<file path="config.mk">
export PLATFORM = sky130hd
export DESIGN_NAME = rbe_cordic_stage
export DESIGN_NICKNAME = d
export VERILOG_FILES = /design/src/sv/rbe_pkg.sv /design/src/sv/rbe_cordic_stage.sv
export SDC_FILE = /design/constraint.sdc
export NUM_CORES = 1
export LEC_CHECK = 0
export ABC_AREA = 1
export BUFFER_PORTS_ARGS = -buffer_cell sky130_fd_sc_hd__buf_2
export CORE_MARGIN = 3
export CORE_UTILIZATION = 40
export CTS_BUF_LIST = sky130_fd_sc_hd__clkbuf_2
export DETAILED_ROUTE_END_ITERATION = 8
export GPL_ROUTABILITY_DRIVEN = 0
export PLACE_DENSITY = 0.59
export RECOVER_POWER = 100
export SLEW_MARGIN = 30
export SYNTH_ARGS = -nofsm -noshare
export SYNTH_HDL_FRONTEND = slang
export SYNTH_SLANG_ARGS = --single-unit
</file>
<file path="constraint.sdc">
create_clock -name clk -period 2.3 [get_ports clk]
set_input_delay 0.345 -clock clk [delete_from_list [all_inputs] [get_ports clk]]
set_output_delay 0.345 -clock clk [all_outputs]
set_load 0.005 [all_outputs]
</file>
<file path="src/sv/rbe_pkg.sv">
package rbe_pkg;

  // Width of the internal coordinate datapath; coordinates are scaled into a 60-bit frame.
  localparam int XW = 64;
  localparam int FRAME_BITS = 60;
  localparam int ZW = 32;
  localparam int HW = 16;
  localparam int ATAN_ENTRIES = 24;
  localparam logic [ZW-1:0] HALF_TURN = 32'h8000_0000;
  localparam logic [ZW-1:0] ROUND_HALF = 32'h0000_8000;

  // Payload that travels down the CORDIC pipeline, with its valid bit.
  typedef struct packed {
    logic                 vld;
    logic                 zero;
    logic signed [XW-1:0] x;
    logic signed [XW-1:0] y;
    logic [ZW-1:0]        z;
    logic [HW-1:0]        heading;
  } rbe_cordic_t;

  // Arc tangent of 2^-i in units of 2^-32 turn, truncated.
  function automatic logic [ZW-1:0] atan_turn(input logic [4:0] idx);
    logic [ZW-1:0] a;
    case (idx)
      5'd0:    a = 32'h2000_0000;
      5'd1:    a = 32'h12E4_051D;
      5'd2:    a = 32'h09FB_385B;
      5'd3:    a = 32'h0511_11D4;
      5'd4:    a = 32'h028B_0D43;
      5'd5:    a = 32'h0145_D7E1;
      5'd6:    a = 32'h00A2_F61E;
      5'd7:    a = 32'h0051_7C55;
      5'd8:    a = 32'h0028_BE53;
      5'd9:    a = 32'h0014_5F2E;
      5'd10:   a = 32'h000A_2F98;
      5'd11:   a = 32'h0005_17CC;
      5'd12:   a = 32'h0002_8BE6;
      5'd13:   a = 32'h0001_45F3;
      5'd14:   a = 32'h0000_A2F9;
      5'd15:   a = 32'h0000_517C;
      5'd16:   a = 32'h0000_28BE;
      5'd17:   a = 32'h0000_145F;
      5'd18:   a = 32'h0000_0A2F;
      5'd19:   a = 32'h0000_0517;
      5'd20:   a = 32'h0000_028B;
      5'd21:   a = 32'h0000_0145;
      5'd22:   a = 32'h0000_00A2;
      5'd23:   a = 32'h0000_0051;
      default: a = '0;
    endcase
    return a;
  endfunction

endpackage

</file>
<file path="src/sv/rbe_cordic_stage.sv">
module rbe_cordic_stage import rbe_pkg::*; #(
  parameter int STEP = 0
) (
  input  logic        clk,
  input  logic        rst_n,
  input  logic        en,
  input  rbe_cordic_t d,
  output rbe_cordic_t q
);

  logic signed [XW-1:0] xs;
  logic signed [XW-1:0] ys;
  rbe_cordic_t          q_r;
  rbe_cordic_t          q_nxt;

  // One vectoring rotation: drive y toward zero and accumulate the angle.
  always_comb begin
    xs = d.x >>> STEP;
    ys = d.y >>> STEP;
    q_nxt = d;
    if (d.y[XW-1]) begin
      q_nxt.x = d.x - ys;
      q_nxt.y = d.y + xs;
      q_nxt.z = d.z - atan_turn(5'(STEP));
    end else begin
      q_nxt.x = d.x + ys;
      q_nxt.y = d.y - xs;
      q_nxt.z = d.z + atan_turn(5'(STEP));
    end
  end

  always_ff @(posedge clk) begin
    if (!rst_n) begin
      q_r.vld <= 1'b0;
    end else if (en) begin
      q_r.vld <= q_nxt.vld;
    end
    if (en) begin
      q_r.zero <= q_nxt.zero;
      q_r.x <= q_nxt.x;
      q_r.y <= q_nxt.y;
      q_r.z <= q_nxt.z;
      q_r.heading <= q_nxt.heading;
    end
  end

  assign q = q_r;

endmodule

</file>
==> impl_metrics.env <==
export IMPL_synth_most_common_cell="nand2_1"
export IMPL_dpl_cell_area_mm2=0.0301
export IMPL_place_hpwl_mm=83.3
export IMPL_layout_drive_gt1_share=0.238
export IMPL_worst_setup_path_type="in -> reg"
export IMPL_hold_path_depth=7
export IMPL_setup_ws_ns=-0.0348
export IMPL_grt_overflow=0
export IMPL_grt_pass1_wl_mm=146
export IMPL_syn_cell_area_mm2=0.0235
export IMPL_powerDensity_mw_per_mm2=422
export IMPL_r2r_cells=3
export IMPL_max_cap_viol_count=2
export IMPL_cp_required_ns=3.13
export IMPL_hp_class="in -> reg"
export IMPL_crit_top_cell="nand2_1"
export IMPL_die_w_um=248
export IMPL_ys_flop_type="edfxtp_1"
export IMPL_io_buffers=358
export IMPL_largest_reg_flops=177
export IMPL_rsz0062_at_grt="yes"
export IMPL_slew_violations=76
export IMPL_path_buf_inv=6
export IMPL_synth_top_area_share=0.225
export IMPL_syn_inst=3894
export IMPL_rr_endpoint="q[177]"
export IMPL_grt_max_degree=86
export IMPL_fin_skew_ns=0
export IMPL_cp_start_kind="primary input"
export IMPL_clk_pin_slew_worst_paths_ns=0.32
export IMPL_fin_crit_sh=1.02
export IMPL_syn_to_final_growth_pct=35.0
export IMPL_fp_dieH_um=248
export IMPL_synth_seq_area_share=0.226
export IMPL_grt_pass1_vias=26258
export IMPL_fillers=5958
export IMPL_max_stage_delay_ns=0.54
export IMPL_regArea_mm2=0.00531
export IMPL_die_area_mm2=0.0617
export IMPL_total_power_w=0.0134
export IMPL_worstSkewPairLatency_ns=1.01
export IMPL_async_flop_share=0
export IMPL_crit_slowest_cell="dlygate4sd3_1"
export IMPL_design_core_area_mm2=0.0579
export IMPL_final_area_mm2=0.0317
export IMPL_slew_headroom=-0.0738
export IMPL_final_util=0.548
export IMPL_io_pins=359
export IMPL_gr_usage_all_layers=0.314
export IMPL_cp_top_family="buffers and inverters"
export IMPL_cts_root_buf="clkbuf_2"
export IMPL_crit_chain="dlygate4sd3_1, buf_2, ha_1, buf_6, nor2_4, inv_1, nor2_4, buf_4, a21oi_2, nand2_2, nand2_1, nand2_2, nand2_2, nand2_1, nand2_1, nand2_1, nand2_1, nand2_1, dlygate4sd3_1"
export IMPL_multi_input_area_mm2=0.0146
export IMPL_vias=28099
export IMPL_hold_violations=0
export IMPL_status="complete, but fails checks"
export IMPL_synth_cell_types=49
export IMPL_totalWireLength_mm=98.7
export IMPL_synth_common_cells="nand2_1 (1,399), inv_1 (796), nand3_1 (296)"
export IMPL_avgRoutedWirePerCell_um=17.4
export IMPL_finalSetupViolations=2
export IMPL_crit_arrival_ns=3.16
export IMPL_hp_start="d[107]"
export IMPL_worst_pin_slew_ns=1.61
export IMPL_cp_max_fo=5
export IMPL_drc=0
export IMPL_cts_path_max_buffers=2
export IMPL_avgViaCountPerCell=4.96
export IMPL_num_rows=88
export IMPL_leakagePower_nw=18.0
export IMPL_holdWs_ns=0.101
export IMPL_fin_nets=5276
export IMPL_clkSinkCount=177
export IMPL_start_util=0.406
export IMPL_fmax_mhz=428
export IMPL_htreeDepth=4
export IMPL_tritoncts="built"
export IMPL_cp_num_cells=19
export IMPL_period_minus_slack_ns=2.33
export IMPL_drt_first_pass_iters=6
export IMPL_finalSetupTns_ns=-0.0529
export IMPL_violations="max-capacitance violations, max-slew violations, negative setup slack"
export IMPL_rrSetupSlack_ns=1.11
export IMPL_r2r_start="q[177]"
export IMPL_syn_num_nets=4285
export IMPL_synth_area_leaders="edfxtp_1 (22%), nand2_1 (22%), inv_1 (13%)"
export IMPL_synth_seq_cells=177
export IMPL_syn_avg_cell_area_um2=6.03
export IMPL_first_iter_violations=2860
export IMPL_cts_buffers=17
export IMPL_antenna_found_initial=1
export IMPL_min_to="q[171]"
export IMPL_end_kind="register"
export IMPL_synth_top_area_cell="edfxtp_1"
export IMPL_ant_nets=0
export IMPL_ir_drop_mv=0.372
export IMPL_yosys_warnings=0
export IMPL_synth_edff_count=176
-- worst min-delay path, delay by kind of cell --
kind | cells | cell delay (ns)
buffers and inverters | 3 | 0.31
adders and majority gates | 1 | 0.24
and+or+nand+nor | 3 | 0.16
-- per-layer routing --
metal | global-route usage | up-vias | part of all wire
li1 | - | 13978 | -
met1 | 0.423 | 12560 | 0.43
met2 | 0.502 | 1370 | 0.43
met3 | 0.0457 | 191 | 0.091
met4 | 0.132 | 0 | 0.044
met5 | 0 | - | 0
-- area by class of cell --
type	instances	share of cell area
inverters	826	0.0978
repair buffers	1062	0.237
diodes	2	0.000158
clock buffers	17	0.00268
multi-input cells	2801	0.460
well taps	765	0.0302
clock inverters	15	0.00536
flip-flops and latches	177	0.167
-- worst max-delay path by stage --
stage,start,to,slack (ns)
3_3_place_gp,d[89],q[168],-0.47
4_1_cts,q[78],q[78],-0.03
5_1_grt,d[125],q[111],-0.03
3_5_place_dp,d[89],q[104],-0.47
2_1_floorplan,d[48],q[80],0.17
6_report,d[125],q[111],-0.03
-- through the flow --
stage / cells / setup slack, ns
after floorplan: 3894 / 0.170
after global placement: 5496 / -0.471
after detailed placement: 5496 / -0.472
after CTS: 5660 / -0.0347
after global routing: 5664 / -0.0318
final: 5665 / -0.0348
-- layout by cell type, fill, tap and decap left out, drive strengths merged --
master        count
dfxtp             1
ha              206
nor2            295
a31oi             6
nand4            43
o21a              1
a21o              1
nand3           317
fa                4
o211ai            2
diode             2
dlygate4sd3     131
nand3b            2
dlymetal6s4s      1
a21boi            3
nor4              2
clkinv            6
clkbuf           40
xnor2             3
o21bai           38
nor3             27
o22ai            20
buf             907
clkinvlp          2
inv             832
bufinv            1
and2              4
xor2             43
o31ai             2
edfxtp          176
o21ai           144
nand2          1438
or2               5
a21oi           195
-- logic make-up after synthesis --
kind of cell / share of synthesized area
AND/OR/NAND/NOR: 0.390
buffers and inverters: 0.157
AO/OA/AOI/OAI: 0.0973
adder cells (fa/ha/maj): 0.113
flip-flops: 0.226
XOR/XNOR: 0.0171
-- power breakdown --
part | internal [W] | switching [W] | total [W]
combinational | 0.00288 | 0.00430 | 0.00718
clock | 0.000457 | 0.00154 | 0.00199
sequential | 0.00407 | 0.000157 | 0.00423
total | 0.00741 | 0.00599 | 0.0134
-- repair_timing --
action,CTS,global route
hold endpoints to repair,311,0
setup endpoints to repair,2,3
resized for setup,0,30
pin swaps,0,3
hold buffers,132,0
buffers inserted,0,3
cloned,0,1
No activity file was read; power rests on OpenSTA's default activity.
