===== config.mk =====
export PLATFORM = sky130hd
export DESIGN_NAME = rbe_wrap
export DESIGN_NICKNAME = d
export VERILOG_FILES = /design/src/sv/rbe_pkg.sv /design/src/sv/rbe_wrap.sv
export SDC_FILE = /design/constraint.sdc
export NUM_CORES = 1
export LEC_CHECK = 0
export BUFFER_PORTS_ARGS = -buffer_cell sky130_fd_sc_hd__buf_4
export CAP_MARGIN = 40
export CORE_MARGIN = 2
export CORE_UTILIZATION = 35
export DETAILED_ROUTE_END_ITERATION = 8
export PLACE_DENSITY = 0.83
export SLEW_MARGIN = 15
export SYNTH_ARGS = -nofsm -noshare
export SYNTH_HDL_FRONTEND = slang
export SYNTH_SLANG_ARGS = --single-unit

===== constraint.sdc =====
create_clock -name clk -period 4.25 [get_ports clk]
set_clock_uncertainty 0.05 [all_clocks]
set_input_delay 0.425 -clock clk [delete_from_list [all_inputs] [get_ports clk]]
set_output_delay 0.425 -clock clk [all_outputs]
set_load 0.05 [all_outputs]

===== src/sv/rbe_pkg.sv =====
package rbe_pkg;

  // Width of the internal coordinate datapath; coordinates are scaled into a 60-bit frame.
  localparam int XW = 64;
  localparam int FRAME_BITS = 60;
  localparam int ZW = 32;
  localparam int HW = 16;
  localparam int ATAN_ENTRIES = 24;
  localparam logic [ZW-1:0] HALF_TURN = 32'h8000_0000;
  localparam logic [ZW-1:0] ROUND_HALF = 32'h0000_8000;

  // Payload that travels down the CORDIC pipeline, with its valid bit.
  typedef struct packed {
    logic                 vld;
    logic                 zero;
    logic signed [XW-1:0] x;
    logic signed [XW-1:0] y;
    logic [ZW-1:0]        z;
    logic [HW-1:0]        heading;
  } rbe_cordic_t;

  // Arc tangent of 2^-i in units of 2^-32 turn, truncated.
  function automatic logic [ZW-1:0] atan_turn(input logic [4:0] idx);
    logic [ZW-1:0] a;
    case (idx)
      5'd0:    a = 32'h2000_0000;
      5'd1:    a = 32'h12E4_051D;
      5'd2:    a = 32'h09FB_385B;
      5'd3:    a = 32'h0511_11D4;
      5'd4:    a = 32'h028B_0D43;
      5'd5:    a = 32'h0145_D7E1;
      5'd6:    a = 32'h00A2_F61E;
      5'd7:    a = 32'h0051_7C55;
      5'd8:    a = 32'h0028_BE53;
      5'd9:    a = 32'h0014_5F2E;
      5'd10:   a = 32'h000A_2F98;
      5'd11:   a = 32'h0005_17CC;
      5'd12:   a = 32'h0002_8BE6;
      5'd13:   a = 32'h0001_45F3;
      5'd14:   a = 32'h0000_A2F9;
      5'd15:   a = 32'h0000_517C;
      5'd16:   a = 32'h0000_28BE;
      5'd17:   a = 32'h0000_145F;
      5'd18:   a = 32'h0000_0A2F;
      5'd19:   a = 32'h0000_0517;
      5'd20:   a = 32'h0000_028B;
      5'd21:   a = 32'h0000_0145;
      5'd22:   a = 32'h0000_00A2;
      5'd23:   a = 32'h0000_0051;
      default: a = '0;
    endcase
    return a;
  endfunction

endpackage


===== src/sv/rbe_wrap.sv =====
module rbe_wrap import rbe_pkg::*; (
  input  logic               clk,
  input  logic               rst_n,
  input  logic               en,
  input  rbe_cordic_t        d,
  output logic               out_vld,
  output logic signed [15:0] out_err
);

  logic [ZW-1:0]      dir;
  logic [ZW-1:0]      err;
  logic [ZW-1:0]      rnd;
  logic               vld_r;
  logic signed [15:0] err_r;
  logic signed [15:0] err_nxt;

  // Subtract the heading modulo one turn and round to 16 bits.
  always_comb begin
    dir = d.zero ? '0 : d.z;
    err = dir - {d.heading, 16'h0000};
    rnd = err + ROUND_HALF;
    err_nxt = signed'(rnd[ZW-1:ZW-16]);
  end

  // Output register; it holds while the sink stalls.
  always_ff @(posedge clk) begin
    if (!rst_n) begin
      vld_r <= 1'b0;
    end else if (en) begin
      vld_r <= d.vld;
    end
  end

  always_ff @(posedge clk) begin
    if (en) begin
      err_r <= err_nxt;
    end
  end

  assign out_vld = vld_r;
  assign out_err = err_r;

endmodule


==> results of run 1 <==
-- power groups by stage --
stage          Combinational [uW]  Sequential, uW  Clock, uW
6_report                      368             234        111
5_1_grt                       396             237        121
4_1_cts                       368             234        113
3_5_place_dp                  368             236          0
3_3_place_gp                  359             237          0
2_1_floorplan                 150             333          0
-- state kept, by name, indices dropped and copies added, names as in the netlist --
| register | flops |
|---|---|
| out_vld | 1 |
| out_err | 16 |
-- metal layers --
layer / part of all wire (%) / vias to the layer above / wire (um)
met2: 46 / 67 / 1940
met1: 46 / 779 / 1940
met4: 1.9 / 0 / 80
met5: 0 / - / 0
met3: 6.6 / 8 / 278
li1: - / 872 / -
-- final timing paths --
check,startpoint,cells past startpoint,to,slack [ns]
setup reg to reg,out_vld,2,out_vld,3.59
setup / recovery,d[176],10,out_err[14],1.39
hold reg to reg,out_vld,2,out_vld,0.50
hold / removal,rst_n,2,out_vld,0.36
-- worst max-delay path, cell delays in order --
cell and delay (ns):
sky130_fd_sc_hd__buf_4 0.24, sky130_fd_sc_hd__nor2b_1 0.08, sky130_fd_sc_hd__ha_1 0.29, sky130_fd_sc_hd__ha_1 0.38, sky130_fd_sc_hd__a21o_1 0.23, sky130_fd_sc_hd__a221o_1 0.33, sky130_fd_sc_hd__a31o_1 0.18, sky130_fd_sc_hd__a31oi_1 0.33
sky130_fd_sc_hd__nand4bb_1 0.19, sky130_fd_sc_hd__o211ai_1 0.10
-- cell usage in the layout, fill, tap and decap left out, types with 3 or more instances in the layout --
master,netlist,layout
sky130_fd_sc_hd__a21o_1,8,8
sky130_fd_sc_hd__a21oi_1,13,13
sky130_fd_sc_hd__xnor2_1,11,11
sky130_fd_sc_hd__edfxtp_1,16,16
sky130_fd_sc_hd__o211ai_1,3,3
sky130_fd_sc_hd__nand2b_1,4,4
sky130_fd_sc_hd__nor2b_1,21,21
sky130_fd_sc_hd__nor2_1,8,8
sky130_fd_sc_hd__xor2_1,6,6
sky130_fd_sc_hd__nand2_1,7,7
sky130_fd_sc_hd__clkbuf_8,0,3
sky130_fd_sc_hd__a31o_1,3,3
sky130_fd_sc_hd__buf_4,0,68
sky130_fd_sc_hd__ha_1,31,31
sky130_fd_sc_hd__inv_1,21,21
sky130_fd_sc_hd__a31oi_1,4,4
-- per-stage QoR --
step	hold WS [ns]	std cells	setup slack, ns	total power, uW
final	0.361	338	1.39	712
after global routing	0.364	338	1.24	754
after CTS	0.359	338	1.38	715
after detailed placement	0.495	334	1.12	604
after global placement	0.499	334	1.16	596
after floorplan	0.487	198	1.17	483
-- layout make-up --
cell class	instances	area, sq um
Fill cell	492	2630
Clock inverter	1	5.00
Clock buffer	3	41.3
Inverter	21	78.8
Tap cell	70	87.6
Timing Repair Buffer	68	510
Multi-Input combinational cell	158	1260
Sequential cell	17	500
-- kinds of logic (layout without fill, tap and decap cells) --
kind of cell,count (synthesis),after routing
and+or+nand+nor,56,56
AOI/OAI and AO/OA,53,53
adders and majority gates,31,31
buffers and inverters,23,93
xor gates and xnor gates,17,17
DFF,17,17
muxes,1,1
==> results.cfg, run 1 <==
[status]
outcome = finished clean

[detailed_routing]
drt-initial-drc-count = 38
number_of_vias_per_cell_after_detailed_routing = 5.11
routed_wirelength_um = 4240
dr_total_vias = 1726
wl_per_cell_um = 12.5
dr.pass1.iters = 4
post-route-drc-count = 0
ant_nets = 0

[sta]
clock_period_minus_worst_slack_ns = 2.86
maximum_clock_frequency_mhz = 350
finalCritPeriodShare_pct = 67.3
setup_viol = 0
report.final.hold_viol_count = 0
final.setup.tns_ns = 0
finalMaxSlewViolations = 0
timing.slew.headroom_pct = 73.2
unrepaired_setup_endpoints_after_global_routing = false
tightest_slew_ns = 0.400

[cts]
numCtsBuffers = 3
clkSinkCount = 17
cts_buffer_depth = 2
clk_latency_ns = 0.24
post_cts_buffers = 0
htree_levels = 1
clk_pin_slew_worst_paths_ns = 0.06
clock_tree_root = sky130_fd_sc_hd__clkbuf_8
cts_hold_buffers = 0
post_cts.resized_instances = 0
tritoncts_clock_tree = built

[power]
swShare_pct = 39.1
vdd.ir_drop.worst_v = 0.000149
power_leakage_uw = 0.00126
pwr-share-seq_pct = 32.9
total_switching_power_uw = 279
pwr_density_cell_nw_per_um2 = 287
cell_internal_pwr_uw = 434
combinational_share_of_power_pct = 51.6
power.clock.fraction_pct = 15.5

[cells_and_area]
final_layout_size_suffix_gt1_share_pct = 28.4
design.final.nets = 481
area_growth_pct = 34.4
final_area_sq_um = 2480
final_util_pct = 48.6
n_antenna_cell = 0

[flow_run]
timing.max_cap.violations = 0

[synthesis]
synthAdderAreaFrac_pct = 21.0
ys_top_cells_by_area = sky130_fd_sc_hd__edfxtp_1, sky130_fd_sc_hd__ha_1, sky130_fd_sc_hd__nor2b_1, sky130_fd_sc_hd__xnor2_1, sky130_fd_sc_hd__inv_1
synth_top_family_by_area = compound AO/OA/AOI/OAI gates
synth_area_leader_cell = sky130_fd_sc_hd__edfxtp_1
part_of_the_yosys_area_used_for_sequential_elements_pct = 27.1
yosys-top-cells-count = sky130_fd_sc_hd__ha_1, sky130_fd_sc_hd__inv_1, sky130_fd_sc_hd__nor2b_1
syn_area_per_cell_sq_um = 9.33
postSynthRegisterBits = 17
post-synth-top-count-cell = sky130_fd_sc_hd__ha_1
syn_nets = 410
synth-xor-area-share_pct = 8.06
synth_top_area_share_pct = 26.0
post_synthesis_cells = 198
synth_top_flop_cell = sky130_fd_sc_hd__edfxtp_1
post_synth_and_or_nand_nor_area_fraction_pct = 17.5
synth_edf_count = 16
syn_area_sq_um = 1850
async_flop_share_pct = 0
synth-compound-area-share_pct = 21.0
synth.mux.area_fraction_pct = 0.542
synth_warnings = 0
synth_cell_types = 44

[worst_hold_path]
hold_class = in2reg

[place]
hpwlAfterDp_um = 3740
placed_area_sq_um = 2440
gp_routability_congestion = 0.814
port-buffer-count = 68

[global_route]
met3_track_usage_gr_pct = 2.84
first_global_vias = 1582
grt_overflow_total = 0
antenna_found_initial = 0
globalRouteMet1Util_pct = 18.5
met2_usage_pct = 24.5
grt_first_pass_wirelength_um = 6890
gr-max-usage-layer = met2
combined_global_route_utilization_of_all_metal_layers_pct = 14.4
largest_net_degree_at_the_start_of_global_routing = 28

[die]
initial_core_util_pct = 36.2
core_region_area_sq_um = 5110
die_w_um = 76.6
row_count = 26
die_area_sq_um = 5870
boundaryPins = 198
floorplan.die.height_um = 76.6

[setup_path]
endpoint_kind_of_the_worst_setup_timing_path = flop
setup.worst_path.class = in2reg
critPathRequiredTime_ns = 4.17
critical_path_arrival_ns = 2.78
timing.critical_path.fanout_max = 27
critical_path.startpoint_type = input port
Power figures use the tool's default switching activity.
==> run 2: changes to the inputs <==
--- a/config.mk
+++ b/config.mk
@@ -5,12 +5,13 @@
 export SDC_FILE = /design/constraint.sdc
 export NUM_CORES = 1
 export LEC_CHECK = 0
+export ABC_AREA = 1
 export BUFFER_PORTS_ARGS = -buffer_cell sky130_fd_sc_hd__buf_4
 export CAP_MARGIN = 40
 export CORE_MARGIN = 2
-export CORE_UTILIZATION = 35
+export CORE_UTILIZATION = 36
 export DETAILED_ROUTE_END_ITERATION = 8
-export PLACE_DENSITY = 0.83
+export PLACE_DENSITY = 0.8
 export SLEW_MARGIN = 15
 export SYNTH_ARGS = -nofsm -noshare
 export SYNTH_HDL_FRONTEND = slang
==> constraint.sdc (replaced) <==
create_clock -name clk -period 2.38 [get_ports clk]
set_clock_uncertainty 0.05 [all_clocks]
set_input_delay 0.238 -clock clk [delete_from_list [all_inputs] [get_ports clk]]
set_output_delay 0.238 -clock clk [all_outputs]
set_load 0.05 [all_outputs]
==> results.cfg, run 2 <==
[status]
outcome = finished clean

[sta]
report.final.hold_viol_count = 0
tightest_slew_ns = 0.305
clock_period_minus_worst_slack_ns = 2.15
setup_viol = 0
unrepaired_setup_endpoints_after_global_routing = false
maximum_clock_frequency_mhz = 465
timing.slew.headroom_pct = 79.4
worst_slack_ns = 0.229
final.setup.tns_ns = 0
finalMaxSlewViolations = 0
finalCritPeriodShare_pct = 90.4

[synthesis]
synth_edf_count = 16
synth_cell_types = 29
async_flop_share_pct = 0
post-synth-top-count-cell = sky130_fd_sc_hd__nand2_1
synth_area_leader_cell = sky130_fd_sc_hd__edfxtp_1
post_synthesis_cells = 400
ys_top_cells_by_area = sky130_fd_sc_hd__edfxtp_1, sky130_fd_sc_hd__ha_1, sky130_fd_sc_hd__nand2_1, sky130_fd_sc_hd__inv_1, sky130_fd_sc_hd__nor2_1
syn_area_sq_um = 2470
synth_warnings = 0
yosys-top-cells-count = sky130_fd_sc_hd__nand2_1, sky130_fd_sc_hd__inv_1, sky130_fd_sc_hd__nor2_1
synth_top_flop_cell = sky130_fd_sc_hd__edfxtp_1
part_of_the_yosys_area_used_for_sequential_elements_pct = 20.2
postSynthRegisterBits = 17
syn_area_per_cell_sq_um = 6.19
synth_top_area_share_pct = 19.4
syn_nets = 612

[detailed_routing]
dr_total_vias = 2797
post-route-drc-count = 0
drt-initial-drc-count = 134
wl_per_cell_um = 11.6
number_of_vias_per_cell_after_detailed_routing = 4.81
routed_wirelength_um = 6770
dr.pass1.iters = 4
ant_nets = 0

[die]
core_region_area_sq_um = 6720
row_count = 30
floorplan.die.height_um = 86.9
boundaryPins = 198
initial_core_util_pct = 36.8
die_area_sq_um = 7550
die_w_um = 86.9

[setup_path]
cp_slowest_stage_delay_ns = 0.35
rrSetupSlack_ns = 1.69
critical_path_arrival_ns = 2.11
setup.worst_path.class = in2reg
endpoint_kind_of_the_worst_setup_timing_path = flop
timing.critical_path.fanout_max = 21
cpLargestDelayFamily = compound AO/OA/AOI/OAI gates
cp.buffers_inverters = 1
worst-r2r-cell-count = 2
launch_instance_of_the_worst_register_to_register_path = out_vld
critPathRequiredTime_ns = 2.34
cpMaxStageDelayCell = sky130_fd_sc_hd__ha_1
timing.rr.end = out_vld
worstPathCellList = buf_6 > nor2_1 > ha_1 > ha_1 > a21oi_1 > o21ai_0 > a21oi_1 > nor2_1 > nor2_1 > nand2_1 > nand2_1 > nand2_1
critical_path.startpoint_type = input port

[cts]
clkSinkCount = 17
clk_latency_ns = 0.25
post_cts_buffers = 0
numCtsBuffers = 3
tritoncts_clock_tree = built
clk_pin_slew_worst_paths_ns = 0.07
clock_tree_root = sky130_fd_sc_hd__clkbuf_8
cts_buffer_depth = 2
htree_levels = 1

[place]
gp_routability_congestion = 0.869
setup_slack_at_placement_ns = -0.151
hpwlAfterDp_um = 6010
port-buffer-count = 68
dp_cells = 578

[cells_and_area]
final_layout_size_suffix_gt1_share_pct = 23.7
final_util_pct = 50.1
layout.cells.most_common_list = sky130_fd_sc_hd__buf_4, sky130_fd_sc_hd__nand2_1, sky130_fd_sc_hd__inv_1
commonest_non_fill_non_tap_cell_in_the_layout = sky130_fd_sc_hd__buf_4
area_growth_pct = 36.1
number_of_flip_flops_in_the_largest_register = 16
final_cell_count_no_fill = 582
n_antenna_cell = 0
filler_cell_count = 697
design.final.nets = 715

[flow_run]
timing.max_cap.violations = 0

[worst_hold_path]
min_delay_worst_endpoint = out_vld
min-delay-start = d[177]
min_delay_path_depth = 3
hold_class = in2reg

[power]
power_leakage_uw = 0.00190
report.power.total_uw = 1480
pwr_density_cell_nw_per_um2 = 441
vdd.ir_drop.worst_v = 0.000189

[global_route]
grt_overflow_total = 0
first_global_vias = 2577
largest_net_degree_at_the_start_of_global_routing = 22
grt_first_pass_wirelength_um = 11200
combined_global_route_utilization_of_all_metal_layers_pct = 18.6
antenna_found_initial = 0
==> run 2: cell types whose count changed after synthesis, moves of 7 or more <==
cell	previous run	this run
sky130_fd_sc_hd__nand3_1	2	24
sky130_fd_sc_hd__a21o_1	8	0
sky130_fd_sc_hd__o21ai_0	2	15
sky130_fd_sc_hd__xnor2_1	11	4
sky130_fd_sc_hd__inv_1	21	77
sky130_fd_sc_hd__nor2_1	8	54
sky130_fd_sc_hd__nand2_1	7	98
sky130_fd_sc_hd__a21oi_1	13	27
sky130_fd_sc_hd__nor2b_1	21	0
sky130_fd_sc_hd__nor3_1	0	8
==> run 2: metrics by stage <==
step | area [sq um] | hold WS [ns]
after floorplan | 2480 | 0.281
after global routing | 3370 | 0.203
after CTS | 3360 | 0.178
final | 3370 | 0.178
after detailed placement | 3310 | 0.449
after global placement | 3310 | 0.442
==> run 2: metal layers <==
layer | GRT usage (%) | vias up | wire (um)
met5 | 0 | - | 0
met4 | 4.55 | 0 | 114
met3 | 0.853 | 8 | 302
met2 | 33.2 | 65 | 3380
met1 | 24.4 | 1231 | 2970
li1 | - | 1493 | -
==> run 2: worst max path at each step <==
stage	start	cells past startpoint	to	slack, ns
after floorplan	d[176]	12	out_err[14]	0.08
after global placement	d[176]	11	out_err[11]	-0.13
after detailed placement	d[176]	11	out_err[11]	-0.15
after CTS	d[176]	11	out_err[11]	0.1
after global routing	d[176]	13	out_err[15]	0.04
final	d[176]	12	out_err[15]	0.23
==> run 2: timing repair <==
action	CTS	global route
endpoints found under the hold margin	0	0
hold buffers	0	0
endpoints found under the setup margin	0	7
gates resized for setup	0	4
==> run 2: area by class of cell <==
| cell class | instances | area, sq um | area share (%) |
|---|---|---|---|
| Clock buffer | 3 | 41.3 | 1.23 |
| Clock inverter | 1 | 5.00 | 0.149 |
| Inverter | 79 | 297 | 8.80 |
| Multi-Input combinational cell | 300 | 1660 | 49.2 |
| Sequential cell | 17 | 500 | 14.9 |
| Tap cell | 80 | 100 | 2.97 |
| Timing Repair Buffer | 102 | 769 | 22.8 |
==> run 2: logic make-up (layout without fill, tap and decap cells) <==
family	count (synthesis)	after routing	synth area share, %
compound gates	56	56	12.2
xor+xnor	10	10	3.54
fa+ha+maj	31	31	15.7
buf+inv	83	185	13.2
flops	17	17	20.2
simple gates	203	203	35.1
==> run 2: tightest hold or removal path, stage by stage <==
cell and delay (ns):
sky130_fd_sc_hd__buf_4 0.07, sky130_fd_sc_hd__inv_1 0.03, sky130_fd_sc_hd__a21oi_1 0.10
==> run 2: power by group <==
group	internal [uW]	switching [uW]	total (uW)
Combinational	340	527	867
Sequential	394	13.7	408
Clock	116	93.8	210
==> run 3: changes to the inputs <==
--- a/config.mk
+++ b/config.mk
@@ -10,6 +10,7 @@
 export CAP_MARGIN = 40
 export CORE_MARGIN = 2
 export CORE_UTILIZATION = 36
+export CTS_CLUSTER_SIZE = 12
 export DETAILED_ROUTE_END_ITERATION = 8
 export PLACE_DENSITY = 0.8
 export SLEW_MARGIN = 15
==> constraint.sdc (replaced) <==
create_clock -name clk -period 2.38 [get_ports clk]
set_clock_uncertainty 0.05 [all_clocks]
set_input_delay 0.357 -clock clk [delete_from_list [all_inputs] [get_ports clk]]
set_output_delay 0.357 -clock clk [all_outputs]
set_load 0.05 [all_outputs]
==> results.cfg, run 3 (same netlist as run 2, synthesis figures left out) <==
[sta]
timing.slew.headroom_pct = 76.7
finalCritPeriodShare_pct = 94.8
maximum_clock_frequency_mhz = 443
final.setup.tns_ns = 0
setup_viol = 0
report.final.hold_viol_count = 0
finalMaxSlewViolations = 0
clock_period_minus_worst_slack_ns = 2.26
tightest_slew_ns = 0.346
unrepaired_setup_endpoints_after_global_routing = true

[cts]
clock_tree_root = sky130_fd_sc_hd__clkbuf_8
tritoncts_clock_tree = built
htree_levels = 1
clk_latency_ns = 0.25
clk_pin_slew_worst_paths_ns = 0.07
cts_buffer_depth = 2
numCtsBuffers = 3
post_cts_buffers = 0
clkSinkCount = 17

[detailed_routing]
ant_nets = 0
drt-initial-drc-count = 134
post-route-drc-count = 0
wl_per_cell_um = 12.1
dr_total_vias = 2883
dr.pass1.iters = 4
routed_wirelength_um = 7290
number_of_vias_per_cell_after_detailed_routing = 4.80

[setup_path]
crit_path_start = d[176]
critical_path_end = out_err[15]
launch_instance_of_the_worst_register_to_register_path = out_vld
cp.buffers_inverters = 2
cpLargestDelayFamily = simple AND/OR/NAND/NOR gates
critPathRequiredTime_ns = 2.32
rrSetupSlack_ns = 1.66
timing.rr.end = out_vld
cp_slowest_stage_delay_ns = 0.36
setup.worst_path.class = in2reg
critical_path_arrival_ns = 2.20
timing.critical_path.fanout_max = 17
endpoint_kind_of_the_worst_setup_timing_path = flop
crit_cells = 11
critical_path.startpoint_type = input port
cpMaxStageDelayCell = sky130_fd_sc_hd__ha_1
worst-r2r-cell-count = 2
worstPathCellList = buf_6 > nor2_1 > ha_1 > ha_1 > nand2_1 > nor2_2 > inv_1 > nor3_2 > nand4_1 > nand3b_1 > nand2_1

[global_route]
combined_global_route_utilization_of_all_metal_layers_pct = 19.4
largest_net_degree_at_the_start_of_global_routing = 19
grt_first_pass_wirelength_um = 11800
first_global_vias = 2776
antenna_found_initial = 0
grt_overflow_total = 0

[die]
die_area_sq_um = 7550
row_count = 30
floorplan.die.height_um = 86.9
boundaryPins = 198
initial_core_util_pct = 36.8
die_w_um = 86.9
core_region_area_sq_um = 6720

[cells_and_area]
final_layout_size_suffix_gt1_share_pct = 28.2
multi_input_comb_area_sq_um = 1690
commonest_non_fill_non_tap_cell_in_the_layout = sky130_fd_sc_hd__buf_4
n_antenna_cell = 0
number_of_flip_flops_in_the_largest_register = 16
layout.cells.most_common_list = sky130_fd_sc_hd__buf_4, sky130_fd_sc_hd__nand2_1, sky130_fd_sc_hd__inv_1
area_growth_pct = 43.6
final_util_pct = 52.9
filler_cell_count = 661
sequential_cell_area_sq_um = 500
design.final.nets = 734

[flow_run]
timing.max_cap.violations = 0

[place]
gp_routability_congestion = 0.939
port-buffer-count = 68
hpwlAfterDp_um = 6230

[power]
power.clock.fraction_pct = 13.8
cell_internal_pwr_uw = 877
report.power.total_uw = 1530
vdd.ir_drop.worst_v = 0.000166
pwr-share-seq_pct = 26.7
combinational_share_of_power_pct = 59.5
power_leakage_uw = 0.00199
total_switching_power_uw = 657
pwr_density_cell_nw_per_um2 = 431
swShare_pct = 42.8

[worst_hold_path]
hold_class = in2reg

[status]
outcome = finished clean
==> run 3: changes by cell type in the layout (fill, tap and decap cells not counted), moves of 3 or more <==
cell / delta
sky130_fd_sc_hd__buf_4: +18
sky130_fd_sc_hd__a21oi_1: -4
sky130_fd_sc_hd__a21oi_2: +4
sky130_fd_sc_hd__nor2_1: -4
sky130_fd_sc_hd__nor2_2: +4
sky130_fd_sc_hd__o21ai_0: -3
sky130_fd_sc_hd__o21ai_1: +3
==> run 3: power by group through the flow <==
stage                     combinational (uW)  sequential [uW]  clock [uW]
after floorplan                          352              586           0
final                                    912              409         212
after global routing                     995              413         230
after detailed placement                 896              415           0
after CTS                                901              409         218
after global placement                   881              416           0
==> run 3: repair_timing <==
| action | CTS | global route |
|---|---|---|
| endpoints found under the setup margin | 1 | 6 |
| pin swaps | 0 | 1 |
| resized for setup | 1 | 14 |
| hold buffers | 0 | 0 |
==> run 3: worst register-to-register path, delay by kind of cell (launching register included) <==
kind            cells  cell delay (ns)
flops               1             0.32
compound gates      2             0.24
==> run 3: worst min path at each step <==
| stage | startpoint | endpoint | cells past startpoint |
|---|---|---|---|
| 4_1_cts | rst_n | out_vld | 3 |
| 3_3_place_gp | out_vld | out_vld | 2 |
| 6_report | d[177] | out_vld | 3 |
| 2_1_floorplan | en | out_vld | 1 |
| 5_1_grt | rst_n | out_vld | 3 |
| 3_5_place_dp | out_vld | out_vld | 2 |
==> run 3: metrics by stage <==
stage,instance area (sq um),worst slack (ns),hold WS [ns],cells
after floorplan,2480,0.0212,0.400,400
after global placement,3470,-0.285,0.483,597
after detailed placement,3470,-0.281,0.513,597
after CTS,3520,0.0601,0.329,601
after global routing,3550,-0.0126,0.344,601
final,3550,0.123,0.324,601
==> run 3: cell type report <==
type / instances / area share [%]
clock inverters: 1 / 0.141
well taps: 80 / 2.82
inverters: 79 / 8.34
clock buffers: 3 / 1.16
multi-input cells: 300 / 47.4
flip-flops and latches: 17 / 14.1
repair buffers: 121 / 26.0
==> run 3: layer usage <==
metal	up-vias	wire length (um)	GRT usage, %
li1	1530	-	-
met1	1260	3260	24.4
met2	79	3590	34.6
met3	14	258	1.23
met4	0	176	7.24
met5	-	0	0
