### src/sv/rbe_pkg.sv
package rbe_pkg;

  // Width of the internal coordinate datapath; coordinates are scaled into a 60-bit frame.
  localparam int XW = 64;
  localparam int FRAME_BITS = 60;
  localparam int ZW = 32;
  localparam int HW = 16;
  localparam int ATAN_ENTRIES = 24;
  localparam logic [ZW-1:0] HALF_TURN = 32'h8000_0000;
  localparam logic [ZW-1:0] ROUND_HALF = 32'h0000_8000;

  // Payload that travels down the CORDIC pipeline, with its valid bit.
  typedef struct packed {
    logic                 vld;
    logic                 zero;
    logic signed [XW-1:0] x;
    logic signed [XW-1:0] y;
    logic [ZW-1:0]        z;
    logic [HW-1:0]        heading;
  } rbe_cordic_t;

  // Arc tangent of 2^-i in units of 2^-32 turn, truncated.
  function automatic logic [ZW-1:0] atan_turn(input logic [4:0] idx);
    logic [ZW-1:0] a;
    case (idx)
      5'd0:    a = 32'h2000_0000;
      5'd1:    a = 32'h12E4_051D;
      5'd2:    a = 32'h09FB_385B;
      5'd3:    a = 32'h0511_11D4;
      5'd4:    a = 32'h028B_0D43;
      5'd5:    a = 32'h0145_D7E1;
      5'd6:    a = 32'h00A2_F61E;
      5'd7:    a = 32'h0051_7C55;
      5'd8:    a = 32'h0028_BE53;
      5'd9:    a = 32'h0014_5F2E;
      5'd10:   a = 32'h000A_2F98;
      5'd11:   a = 32'h0005_17CC;
      5'd12:   a = 32'h0002_8BE6;
      5'd13:   a = 32'h0001_45F3;
      5'd14:   a = 32'h0000_A2F9;
      5'd15:   a = 32'h0000_517C;
      5'd16:   a = 32'h0000_28BE;
      5'd17:   a = 32'h0000_145F;
      5'd18:   a = 32'h0000_0A2F;
      5'd19:   a = 32'h0000_0517;
      5'd20:   a = 32'h0000_028B;
      5'd21:   a = 32'h0000_0145;
      5'd22:   a = 32'h0000_00A2;
      5'd23:   a = 32'h0000_0051;
      default: a = '0;
    endcase
    return a;
  endfunction

endpackage

### src/sv/rbe_prep.sv
module rbe_prep import rbe_pkg::*; #(
  parameter int COORD_BITS = 24
) (
  input  logic                         clk,
  input  logic                         rst_n,
  input  logic                         en,
  input  logic                         in_vld,
  input  logic signed [COORD_BITS-1:0] offset_x,
  input  logic signed [COORD_BITS-1:0] offset_y,
  input  logic [HW-1:0]                heading,
  output rbe_cordic_t                  q
);

  localparam int SCALE_SHIFT = FRAME_BITS - COORD_BITS;

  logic signed [XW-1:0] xe;
  logic signed [XW-1:0] ye;
  logic                 left;
  rbe_cordic_t          q_r;
  rbe_cordic_t          q_nxt;

  // Sign-extend, fold the left half-plane onto the right one and scale into the frame.
  always_comb begin
    xe = XW'(offset_x);
    ye = XW'(offset_y);
    left = xe[XW-1];
    q_nxt.vld = in_vld;
    q_nxt.zero = (offset_x == '0) && (offset_y == '0);
    q_nxt.x = (left ? -xe : xe) <<< SCALE_SHIFT;
    q_nxt.y = (left ? -ye : ye) <<< SCALE_SHIFT;
    q_nxt.z = left ? HALF_TURN : '0;
    q_nxt.heading = heading;
  end

  // Valid bit is control state and is reset; the payload is not.
  always_ff @(posedge clk) begin
    if (!rst_n) begin
      q_r.vld <= 1'b0;
    end else if (en) begin
      q_r.vld <= q_nxt.vld;
    end
    if (en) begin
      q_r.zero <= q_nxt.zero;
      q_r.x <= q_nxt.x;
      q_r.y <= q_nxt.y;
      q_r.z <= q_nxt.z;
      q_r.heading <= q_nxt.heading;
    end
  end

  assign q = q_r;

endmodule

### config.mk
export PLATFORM = sky130hd
export DESIGN_NAME = rbe_prep
export DESIGN_NICKNAME = d
export VERILOG_FILES = /design/src/sv/rbe_pkg.sv /design/src/sv/rbe_prep.sv
export SDC_FILE = /design/constraint.sdc
export NUM_CORES = 1
export LEC_CHECK = 0
export ABC_CLOCK_PERIOD_IN_PS = 5100
export BUFFER_PORTS_ARGS = -buffer_cell sky130_fd_sc_hd__buf_2
export CAP_MARGIN = 25
export CORE_ASPECT_RATIO = 1.1
export CORE_MARGIN = 3
export CORE_UTILIZATION = 40
export CTS_CLUSTER_DIAMETER = 30
export DETAILED_ROUTE_END_ITERATION = 16
export HOLD_SLACK_MARGIN = 0.05
export PLACE_DENSITY_LB_ADDON = 0.15
export SETUP_SLACK_MARGIN = 0.05
export SLEW_MARGIN = 20
export SYNTH_ARGS = -nofsm -noshare
export SYNTH_HDL_FRONTEND = slang
export SYNTH_SLANG_ARGS = --single-unit
### constraint.sdc
create_clock -name clk -period 5.1 [get_ports clk]
set_input_delay 0.255 -clock clk [delete_from_list [all_inputs] [get_ports clk]]
set_output_delay 0.255 -clock clk [all_outputs]
set_load 0.01 [all_outputs]
==> summary.md, run 1 <==
| Metric | Value |
|---|---|
| Total overflow reported by the global router | `0` |
| Slowest stage cell on the critical path | `or4b_1` |
| Worst setup EP type | `flop` |
| Antenna Cells | `0` |
| Depth of the most critical reg-to-reg path | `2` |
| Die Y-Extent | `112.1 um` |
| Area growth from synthesis to final layout | `15.40%` |
| Quantity of gates resized following cts | `0` |
| Count of TritonRoute iterations in the first routing pass | `4` |
| Leading cell types by total area after synthesis | `edfxtp_1, buf_4, xnor2_1` |
| Pwr dens | `between 300 and 400 nW/um^2` |
| Max-slew violation total from the final report | `0` |
| Leading cell types by count after synthesis | `buf_4, edfxtp_1, xnor2_1, o31ai_1, nand2_1` |
| Most area-hungry cell type in the Yosys netlist | `edfxtp_1` |
| Maximum number of pins on one net before global-route repair | `76` |
| Crit-path cells | `buf_2, or4_4, or4b_1, o31ai_2, o21ai_0` |
| Origin of the critical flop-to-flop path | `q[177]` |
| Buffers added on ports | `around 140` |
| CP Launch Type | `input port` |
| RSZ-0062 raised after global routing | `no` |
| Slowest stage delay, CP | `just under 700 ps` |
| Placed insts | `585` |
| Hold Path Class | `input port to flop` |
| Total detailed-routing wirelength | `between 8000 and 9000 um` |
| Number of nets with antenna violations after detailed routing | `0` |
| Fraction of synthesized cell area taken by the top area cell type | `54.28%` |
| Post-DR vias/cell | `4.381` |
| Leading cell type by number of instances after synthesis | `buf_4` |
| Die extent in x | `between 100 and 150 um` |
| Via Count | `2633` |
| Max-cap violation count | `0` |
| Post-Layout Inst Area | `about 4700 um^2` |
| Fill cell total of the finished layout | `approximately 930` |
| Number of enable flip-flop cells after synthesis | `74` |
| Leakage Power | `roughly 2 nW` |
| Unique cell type count in the Yosys netlist | `34` |
| Multi-input combinational cell area | `roughly 1400 um^2` |
| Remaining routing DRC violations | `0` |
| Post-synthesis instance area | `4094 um^2` |
| GR Util All Layers | `about 14%` |
| Cell family with the largest share of critical-path delay | `simple AND/OR/NAND/NOR gates` |
| Global-route wire length before repair | `roughly 12000 um` |
| Result of the run | `finished clean` |
| Clock tree from TritonCTS | `done` |
| Final Setup Violations | `0` |
| Endpoint arrival time on the critical path | `2120 ps` |
| Number of buffer and inverter instances along the worst setup path | `1` |
| Number of storage elements in the synthesis netlist | `between 70 and 80` |
| Reg-to-reg critical path endpoint | `q[177]` |
| First element of the critical path | `offset_y[14]` |
| Proportion of synthesized flip-flops having asynchronous set or reset | `0%` |
| Setup Skew | `0 ps` |
| Register-to-register setup slack | `4470 ps` |
| Primary flip-flop cell chosen by synthesis mapping | `edfxtp_1` |
| Hold buffer count at CTS | `0` |
| Number of sinks on the clock net | `75` |
| Starting DRC count in detailed routing | `80` |
| Worst IR drop on VDD | `0.00009525 V` |
| Initial core utilization | `between 40% and 50%` |
| Antenna violations before repair | `0` |
| Setup TNS Final | `0 ps` |
| Proportion of layout cells with a drive suffix above 1 | `between 30% and 40%` |
| Placement-stage cell area | `about 4500 um^2` |
| Critical Path Fanout Max | `8` |
| Clock insertion delay at the later pin of the skew report | `around 340 ps` |
| Number of global-route vias before repair | `2453` |
| Worst Tran Pin Value | `~940 ps` |
| Number of rows in the core area | `38` |
| Boundary pin count | `about 250` |
| Final Hold Viols | `0` |
| Seq. cell area | `approximately 2200 um^2` |
| Core area | `9937 um^2` |
| Post-Synthesis Cells | `roughly 330` |
| Sequential fraction of the synthesis area | `54.77%` |
| Max Clk Rate | `approximately 0.49 GHz` |
| Clock input transition at the sequential cells of the worst setup and hold paths | `~70 ps` |
| Wire length per cell | `about 14 um` |
| Endpoint of the worst setup timing path | `q[111]` |
| Critical path required time | `between 5000 and 6000 ps` |
| H-tree Lvls | `3` |
| Routability congestion estimate | `0.7373` |
| Deepest clock path buffer count | `2` |
| Sum of net half-perimeters after detailed placement | `approximately 6300 um` |
| Flip-flop count of the largest register, all copies and words added | `75` |
| Full die area | `about 11000 um^2` |
| CTS Root Buffer Type | `clkbuf_8` |
| Worst Setup Path Type | `input port to flop` |
| Total clock buffers created by CTS | `9` |
| Syn Area/Cell | `12.52 um^2` |
| Final total power | `about 1.4 mW` |
| Net total in the final layout | `546` |
| Levels on crit path | `5` |
| Tmin final | `a little over 2000 ps` |
| Fin cells | `about 600` |
| Worst-case headroom to the max-slew limit | `37.17%` |
| Final clock period utilization by the worst path | `40.14%` |
| Setup Fix Bufs, Post-CTS | `0` |
| Synthesis Warnings | `0` |
layout by cell type, fill, tap and decap left out:
master and instances:
buf_2 141, conb_1 107, edfxtp_1 74, xnor2_1 41, o31ai_1 16, nand2_1 14
o21ai_0 13, clkbuf_8 9, inv_1 5, o41ai_1 5, nor2_1 5, nand2b_1 4
nor4_1 4, or3_1 4, nor3_1 4, nand3_1 4, or4_4 3, o41ai_2 3
or4_1 2, xor2_1 2, ha_1 2, clkinv_1 2, clkinv_2 2, or4b_1 1
nor3b_1 1, o31ai_2 1, o41ai_4 1, a21oi_1 1, a31oi_1 1, and3_1 1
nor4b_1 1, mux2i_1 1, nor2b_1 1, bufinv_16 1, clkbuf_1 1, clkinv_4 1
buf_4 1, dfxtp_1 1
report_power, final:
group / internal, mW / switching, mW
logic: 0.0892 / 0.150
clock network: 0.222 / 0.212
registers: 0.747 / 0.0140
worst min-delay path by stage:
stage,start,to,slack (ps),cells after the start
6_report,heading[5],q[5],90,1
4_1_cts,heading[14],q[14],70,1
5_1_grt,heading[0],q[0],70,1
2_1_floorplan,heading[0],q[0],350,0
3_5_place_dp,heading[7],q[7],430,1
3_3_place_gp,heading[14],q[14],430,1
layout make-up:
type	count	share of cell area, %
clock buffer	10	2.701
clock inverter	6	1.192
sequential	75	47.46
timing repair buffer	142	15.10
inverter	5	0.3972
tap	120	3.178
multi-input combinational	243	29.98
kinds of logic after synthesis:
kind of cell,share of synthesized area (%)
adders and majority gates,0.6111
buffers and inverters,20.35
muxes,0.2445
xor gates and xnor gates,9.199
DFF,54.77
and+or+nand+nor,6.693
AOI/OAI and AO/OA,8.038
other,0.09160
per-stage QoR:
| stage | util, % | hold slack [ps] | worst slack (ps) |
|---|---|---|---|
| 6_report | 47.54 | 89.06 | 3053 |
| 2_1_floorplan | - | 353.9 | 3027 |
| 5_1_grt | 47.54 | 67.30 | 2999 |
| 3_3_place_gp | 45.69 | 431.2 | 2775 |
| 3_5_place_dp | 45.69 | 433.4 | 2721 |
| 4_1_cts | 47.54 | 68.45 | 3078 |
routing by layer:
| metal | vias up | part of all wire [%] | GRT usage [%] |
|---|---|---|---|
| li1 | 1256 | - | - |
| met1 | 1210 | 38 | 15.80 |
| met2 | 162 | 49 | 23.39 |
| met3 | 5 | 12 | 4.786 |
| met4 | 0 | 1.0 | 4.724 |
| met5 | - | 0 | 0 |
worst reg2reg max path: cells and delay by family (launching register included):
family / cells / cell delay [ps]
muxes: 1 / 70
and+or+nand+nor: 1 / 150
DFF: 1 / 340
(Power assumes the default switching activity.)
==> run 2: changes to the inputs <==
--- a/config.mk
+++ b/config.mk
@@ -5,7 +5,7 @@
 export SDC_FILE = /design/constraint.sdc
 export NUM_CORES = 1
 export LEC_CHECK = 0
-export ABC_CLOCK_PERIOD_IN_PS = 5100
+export ABC_CLOCK_PERIOD_IN_PS = 1900
 export BUFFER_PORTS_ARGS = -buffer_cell sky130_fd_sc_hd__buf_2
 export CAP_MARGIN = 25
 export CORE_ASPECT_RATIO = 1.1
==> constraint.sdc (replaced) <==
create_clock -name clk -period 1.9 [get_ports clk]
set_input_delay 0.095 -clock clk [delete_from_list [all_inputs] [get_ports clk]]
set_output_delay 0.095 -clock clk [all_outputs]
set_load 0.01 [all_outputs]
==> summary.md, run 2 (synthesis gave the netlist of run 1 again) <==
| Metric | Value |
|---|---|
| Post-DR vias/cell | `4.348 (was 4.381)` |
| Maximum number of pins on one net before global-route repair | `36 (was 76)` |
| Final total power | `4.072 mW (was 1.434 mW)` |
| Number of buffer and inverter instances along the worst setup path | `3 (was 1)` |
| RSZ-0062 raised after global routing | `no (unchanged)` |
| Initial core utilization | `41.20% (unchanged)` |
| Cell family with the largest share of critical-path delay | `buffers and inverters (was simple AND/OR/NAND/NOR gates)` |
| Full die area | `11490 um^2 (unchanged)` |
| Tmin final | `1792 ps` |
| First element of the critical path | `offset_y[16] (was offset_y[14])` |
| Critical Path Fanout Max | `8 (unchanged)` |
| Origin of the critical flop-to-flop path | `q[177] (unchanged)` |
| Levels on crit path | `6 (was 5)` |
| Routability congestion estimate | `0.7323 (was 0.7373)` |
| Setup TNS Final | `0 ps (unchanged)` |
| Slowest stage delay, CP | `530 ps (was 680 ps)` |
| Clock tree from TritonCTS | `done (unchanged)` |
| Max-slew violation total from the final report | `0 (unchanged)` |
| Worst setup EP type | `flop (unchanged)` |
| Deepest clock path buffer count | `2 (unchanged)` |
| Endpoint of the worst setup timing path | `q[106] (was q[111])` |
| Max Clk Rate | `0.5581 GHz` |
| Final Hold Slack | `67.00 ps (was 89.06 ps)` |
| Setup Fix Bufs, Post-CTS | `0 (unchanged)` |
| Net total in the final layout | `601 (was 546)` |
| Worst Slack Setup Final | `108.1 ps (was 3053 ps)` |
| Die Y-Extent | `112.1 um (unchanged)` |
| CTS Root Buffer Type | `clkbuf_8 (unchanged)` |
| Post-Layout Inst Area | `5289 um^2 (was 4725 um^2)` |
| Hold Path Class | `input port to flop (unchanged)` |
| Worst Setup Path Type | `input port to flop (unchanged)` |
| Total overflow reported by the global router | `0 (unchanged)` |
| Setup Skew | `0 ps (unchanged)` |
| Reg-to-reg critical path endpoint | `q[177] (unchanged)` |
| Total clock buffers created by CTS | `9 (unchanged)` |
| Boundary pin count | `246 (unchanged)` |
| Antenna Cells | `0 (unchanged)` |
| Buffers added on ports | `142 (unchanged)` |
| Crit-path cells | `dlygate4sd3_1, buf_2, or4b_1, buf_4, o41ai_4, xnor2_1 (was buf_2, or4_4, or4b_1, o31ai_2, o21ai_0)` |
| Final clock period utilization by the worst path | `94.31%` |
| Antenna violations before repair | `0 (unchanged)` |
| CP Launch Type | `input port (unchanged)` |
| Max-cap violation count | `0 (unchanged)` |
| Leakage Power | `2.308 nW (was 2.036 nW)` |
| Critical path required time | `2000 ps (was 5170 ps)` |
| Sum of net half-perimeters after detailed placement | `6738 um (was 6292 um)` |
| Die extent in x | `102.5 um (unchanged)` |
| Register-to-register setup slack | `750 ps (was 4470 ps)` |
| Flip-flop count of the largest register, all copies and words added | `75 (unchanged)` |
| Endpoint arrival time on the critical path | `1890 ps (was 2120 ps)` |
| Result of the run | `finished clean (unchanged)` |
| Commonest cells after routing, fill and taps aside | `buf_2, conb_1, edfxtp_1 (unchanged)` |
| Count of TritonRoute iterations in the first routing pass | `4 (unchanged)` |
| Placement-stage worst setup slack | `-231.6 ps (was 2721 ps)` |
| Remaining routing DRC violations | `0 (unchanged)` |
| Starting DRC count in detailed routing | `74 (was 80)` |
| Global-route wire length before repair | `12720 um (was 12140 um)` |
| Worst IR drop on VDD | `0.0002920 V (was 0.00009525 V)` |
| Clock input transition at the sequential cells of the worst setup and hold paths | `80 ps (was 70 ps)` |
| Placement-stage cell area | `4761 um^2 (was 4541 um^2)` |
| Via Count | `2852 (was 2633)` |
| Final Hold Viols | `0 (unchanged)` |
| Proportion of layout cells with a drive suffix above 1 | `35.45% (was 33.89%)` |
| Commonest non-fill, non-tap cell in the layout | `buf_2 (unchanged)` |
| Number of rows in the core area | `38 (unchanged)` |
| Final Setup Violations | `0 (unchanged)` |
| Clock insertion delay at the later pin of the skew report | `340 ps (about the same)` |
| Total detailed-routing wirelength | `8946 um (was 8238 um)` |
| H-tree Lvls | `3 (unchanged)` |
| Core area | `9937 um^2 (unchanged)` |
| Depth of the most critical reg-to-reg path | `3 (was 2)` |
| Number of nets with antenna violations after detailed routing | `0 (unchanged)` |
| Wire length per cell | `13.64 um (was 13.71 um)` |
| Slowest stage cell on the critical path | `dlygate4sd3_1 (was or4b_1)` |
| GR Util All Layers | `14.45% (was 13.71%)` |
| Number of global-route vias before repair | `2670 (was 2453)` |
| Pwr dens | `769.8 nW/um^2 (was 303.5 nW/um^2)` |
| Area growth from synthesis to final layout | `29.19% (was 15.40%)` |
| Number of sinks on the clock net | `75 (unchanged)` |
==> run 2: cell types whose count changed in the layout (fill, tap and decap cells not counted), moves of 2 or more <==
cell and delta:
buf_12 +2, clkinv_2 -2, buf_4 +24, dlygate4sd3_1 +29
==> run 2: worst min path at each step <==
stage / from / end / slack (ps) / cells past startpoint
global placement: heading[8] / q[8] / 270 / 1
floorplan: heading[0] / q[0] / 190 / 0
detailed placement: heading[14] / q[14] / 270 / 1
CTS: offset_x[6] / q[154] / 50 / 2
finish: offset_y[19] / q[103] / 70 / 2
global route: offset_x[6] / q[154] / 60 / 2
==> run 2: what timing repair did <==
action	4_1_cts	5_1_grt
hold buffers	29	0
setup endpoints to repair	0	7
gates resized for setup	0	4
hold endpoints to repair	28	0
==> run 2: area by class of cell <==
| type | instances | area, um^2 |
|---|---|---|
| Timing Repair Buffer | 197 | 1224 |
| Tap cell | 120 | 150.1 |
| Fill cell | 900 | 4648 |
| Inverter | 5 | 18.77 |
| Clock buffer | 10 | 127.6 |
| Multi-Input combinational cell | 243 | 1446 |
| Clock inverter | 6 | 80.08 |
| Sequential cell | 75 | 2242 |
==> run 2: through the flow <==
stage | utilization [%] | std cells
after floorplan | - | 433
after global placement | 47.91 | 611
after detailed placement | 47.91 | 611
after CTS | 52.92 | 656
after global routing | 53.22 | 656
final | 53.22 | 656
==> run 2: per-layer routing <==
metal / GRT usage [%] / up-vias / part of all wire [%]
met3: 4.413 / 11 / 12
li1: - / 1363 / -
met1: 16.11 / 1314 / 38
met2: 24.89 / 162 / 49
met5: 0 / - / 0.067
met4: 6.562 / 2 / 1.9
==> run 2: where the power goes <==
part	leakage, nW	switching [mW]	internal [mW]
registers	0.732	0.0377	2.00
clock network	0.103	0.571	0.729
logic	1.47	0.424	0.307
==> run 3: changes to the inputs <==
--- a/config.mk
+++ b/config.mk
@@ -8,12 +8,11 @@
 export ABC_CLOCK_PERIOD_IN_PS = 1900
 export BUFFER_PORTS_ARGS = -buffer_cell sky130_fd_sc_hd__buf_2
 export CAP_MARGIN = 25
-export CORE_ASPECT_RATIO = 1.1
 export CORE_MARGIN = 3
 export CORE_UTILIZATION = 40
 export CTS_CLUSTER_DIAMETER = 30
 export DETAILED_ROUTE_END_ITERATION = 16
-export HOLD_SLACK_MARGIN = 0.05
+export HOLD_SLACK_MARGIN = 0.12
 export PLACE_DENSITY_LB_ADDON = 0.15
 export SETUP_SLACK_MARGIN = 0.05
 export SLEW_MARGIN = 20
==> summary.md, run 3 (synthesis gave the netlist of run 1 again) <==
| Metric | Value |
|---|---|
| Result of the run | `finished clean (unchanged)` |
| Leakage Power | `2.395 nW (was 2.308 nW)` |
| Worst Setup Path Type | `input port to flop (unchanged)` |
| Boundary pin count | `246 (unchanged)` |
| GR Util All Layers | `15.07% (was 14.45%)` |
| Final clock period utilization by the worst path | `96.37% (was 94.31%)` |
| Global-route wire length before repair | `13410 um (was 12720 um)` |
| DRT met1 WL | `3485 um (was 3356 um)` |
| Clock insertion delay at the later pin of the skew report | `340 ps (about the same)` |
| Commonest cells after routing, fill and taps aside | `buf_2, conb_1, edfxtp_1 (unchanged)` |
| Antenna Cells | `0 (unchanged)` |
| Tmin final | `1831 ps (was 1792 ps)` |
| Starting DRC count in detailed routing | `91 (was 74)` |
| H-tree Lvls | `3 (unchanged)` |
| Setup Fix Bufs, Post-CTS | `0 (unchanged)` |
| Worst-case headroom to the max-slew limit | `between 60% and 70%` |
| Total detailed-routing wirelength | `9092 um (was 8946 um)` |
| Deepest clock path buffer count | `2 (unchanged)` |
| Max-slew violation total from the final report | `0 (unchanged)` |
| Remaining routing DRC violations | `0 (unchanged)` |
| Number of buffer and inverter instances along the worst setup path | `3 (unchanged)` |
| Count of TritonRoute iterations in the first routing pass | `4 (unchanged)` |
| Number of global-route vias before repair | `2821 (was 2670)` |
| Maximum number of pins on one net before global-route repair | `30 (was 36)` |
| Wire length per cell | `13.16 um (was 13.64 um)` |
| Pwr dens | `700.4 nW/um^2 (was 769.8 nW/um^2)` |
| Full die area | `11480 um^2 (was 11490 um^2)` |
| Number of sinks on the clock net | `75 (unchanged)` |
| Net total in the final layout | `623 (was 601)` |
| Final Setup Violations | `0 (unchanged)` |
| Sum of net half-perimeters after detailed placement | `6787 um (was 6738 um)` |
| Number of rows in the core area | `36 (was 38)` |
| Seq. cell area | `2242 um^2 (unchanged)` |
| Crit-path cells | `dlygate4sd3_1, buf_2, or4_4, buf_12, o41ai_4, xnor2_1 (was dlygate4sd3_1, buf_2, or4b_1, buf_4, o41ai_4, xnor2_1)` |
| Via Count | `2949 (was 2852)` |
| Met2 routed wirelength | `4408 um (was 4357 um)` |
| Endpoint arrival time on the critical path | `1910 ps (was 1890 ps)` |
| CTS Root Buffer Type | `clkbuf_8 (unchanged)` |
| Die Y-Extent | `107.2 um (was 112.1 um)` |
| Core area | `9864 um^2 (was 9937 um^2)` |
| Max-cap violation count | `0 (unchanged)` |
| Met3 wirelength from detailed routing | `999 um (was 1053 um)` |
| Hold Path Class | `input port to flop (unchanged)` |
| Clock tree from TritonCTS | `done (unchanged)` |
| Commonest non-fill, non-tap cell in the layout | `buf_2 (unchanged)` |
| Total overflow reported by the global router | `0 (unchanged)` |
| Worst setup EP type | `flop (unchanged)` |
| Post-DR vias/cell | `4.268 (was 4.348)` |
| RSZ-0062 raised after global routing | `yes (was no)` |
| Antenna violations before repair | `1 (was 0)` |
| Flip-flop count of the largest register, all copies and words added | `75 (unchanged)` |
| Area growth from synthesis to final layout | `34.96% (was 29.19%)` |
| Fill cell total of the finished layout | `859 (was 900)` |
| Buffers added on ports | `142 (unchanged)` |
| Final Hold Viols | `0 (unchanged)` |
| Die extent in x | `107.2 um (was 102.5 um)` |
| Uppermost metal layer occupied by signal nets | `met5 (unchanged)` |
| Slowest stage delay, CP | `570 ps (was 530 ps)` |
| Clock input transition at the sequential cells of the worst setup and hold paths | `70 ps (was 80 ps)` |
| Cell family with the largest share of critical-path delay | `buffers and inverters (unchanged)` |
| Critical Path Fanout Max | `9 (was 8)` |
| Total clock buffers created by CTS | `9 (unchanged)` |
| Slowest stage cell on the critical path | `or4_4 (was dlygate4sd3_1)` |
| Routability congestion estimate | `0.7461 (was 0.7323)` |
| Final total power | `3.870 mW (was 4.072 mW)` |
| Initial core utilization | `41.50% (was 41.20%)` |
| CP Launch Type | `input port (unchanged)` |
| Number of nets with antenna violations after detailed routing | `0 (unchanged)` |
| Max Clk Rate | `0.5461 GHz (was 0.5581 GHz)` |
| Multi-input combinational cell area | `1468 um^2 (was 1446 um^2)` |
| Final core utilization | `56.01% (was 53.22%)` |
| Worst IR drop on VDD | `0.0003033 V (was 0.0002920 V)` |
| Setup Skew | `0 ps (unchanged)` |
| Proportion of layout cells with a drive suffix above 1 | `34.59% (was 35.45%)` |
| Worst Tran Pin Value | `around 550 ps` |
| Critical path required time | `1980 ps (was 2000 ps)` |
run 3: worst min-delay path: cells and delay by family:
kind,cells,cell delay (ps)
buffers and inverters,2,190
xor gates and xnor gates,1,100
run 3: path summary, 6_finish.rpt:
path	cells after the start	slack, ps	from	to
worst max-delay path	6	70	offset_x[13]	q[164]
worst min-delay path	3	140	offset_x[10]	q[158]
worst max register to register	3	750	q[177]	q[177]
worst min register to register	3	1070	q[177]	q[177]
run 3: final cells by class:
| type | count | area share (%) |
|---|---|---|
| clock buffer | 11 | 2.378 |
| clock inverter | 5 | 0.5661 |
| inverter | 5 | 0.3397 |
| multi-input combinational | 243 | 26.56 |
| sequential | 75 | 40.58 |
| tap | 133 | 3.012 |
| timing repair buffer | 219 | 26.56 |
run 3: through the flow:
step                worst slack, ps  instances  cell area, um^2  hold slack, ps  TNS [ps]
CTS                           50.40        691             5470           123.4         0
floorplan                    -12.66        433             4492           193.9    -28.30
detailed placement           -260.7        621             4767           273.8     -3489
global route                  22.07        691             5525           144.4         0
finish                        68.94        691             5525           144.2         0
global placement             -236.4        621             4767           272.6     -3116
run 3: repair_timing:
item,4_1_cts,5_1_grt
hold endpoints to repair,53,0
hold buffers,54,0
gates resized for setup,0,10
endpoints found under the setup margin,0,12
run 3: power breakdown:
| group | switching (mW) | internal (mW) |
|---|---|---|
| sequential | 0.0394 | 2.00 |
| combinational | 0.435 | 0.344 |
| clock | 0.579 | 0.470 |
| total | 1.05 | 2.82 |
run 3: per-layer routing:
layer / up-vias / track usage, %
met3: 21 / 4.154
met1: 1343 / 17.37
met2: 173 / 26.05
met5: - / 0
li1: 1410 / -
met4: 2 / 6.667
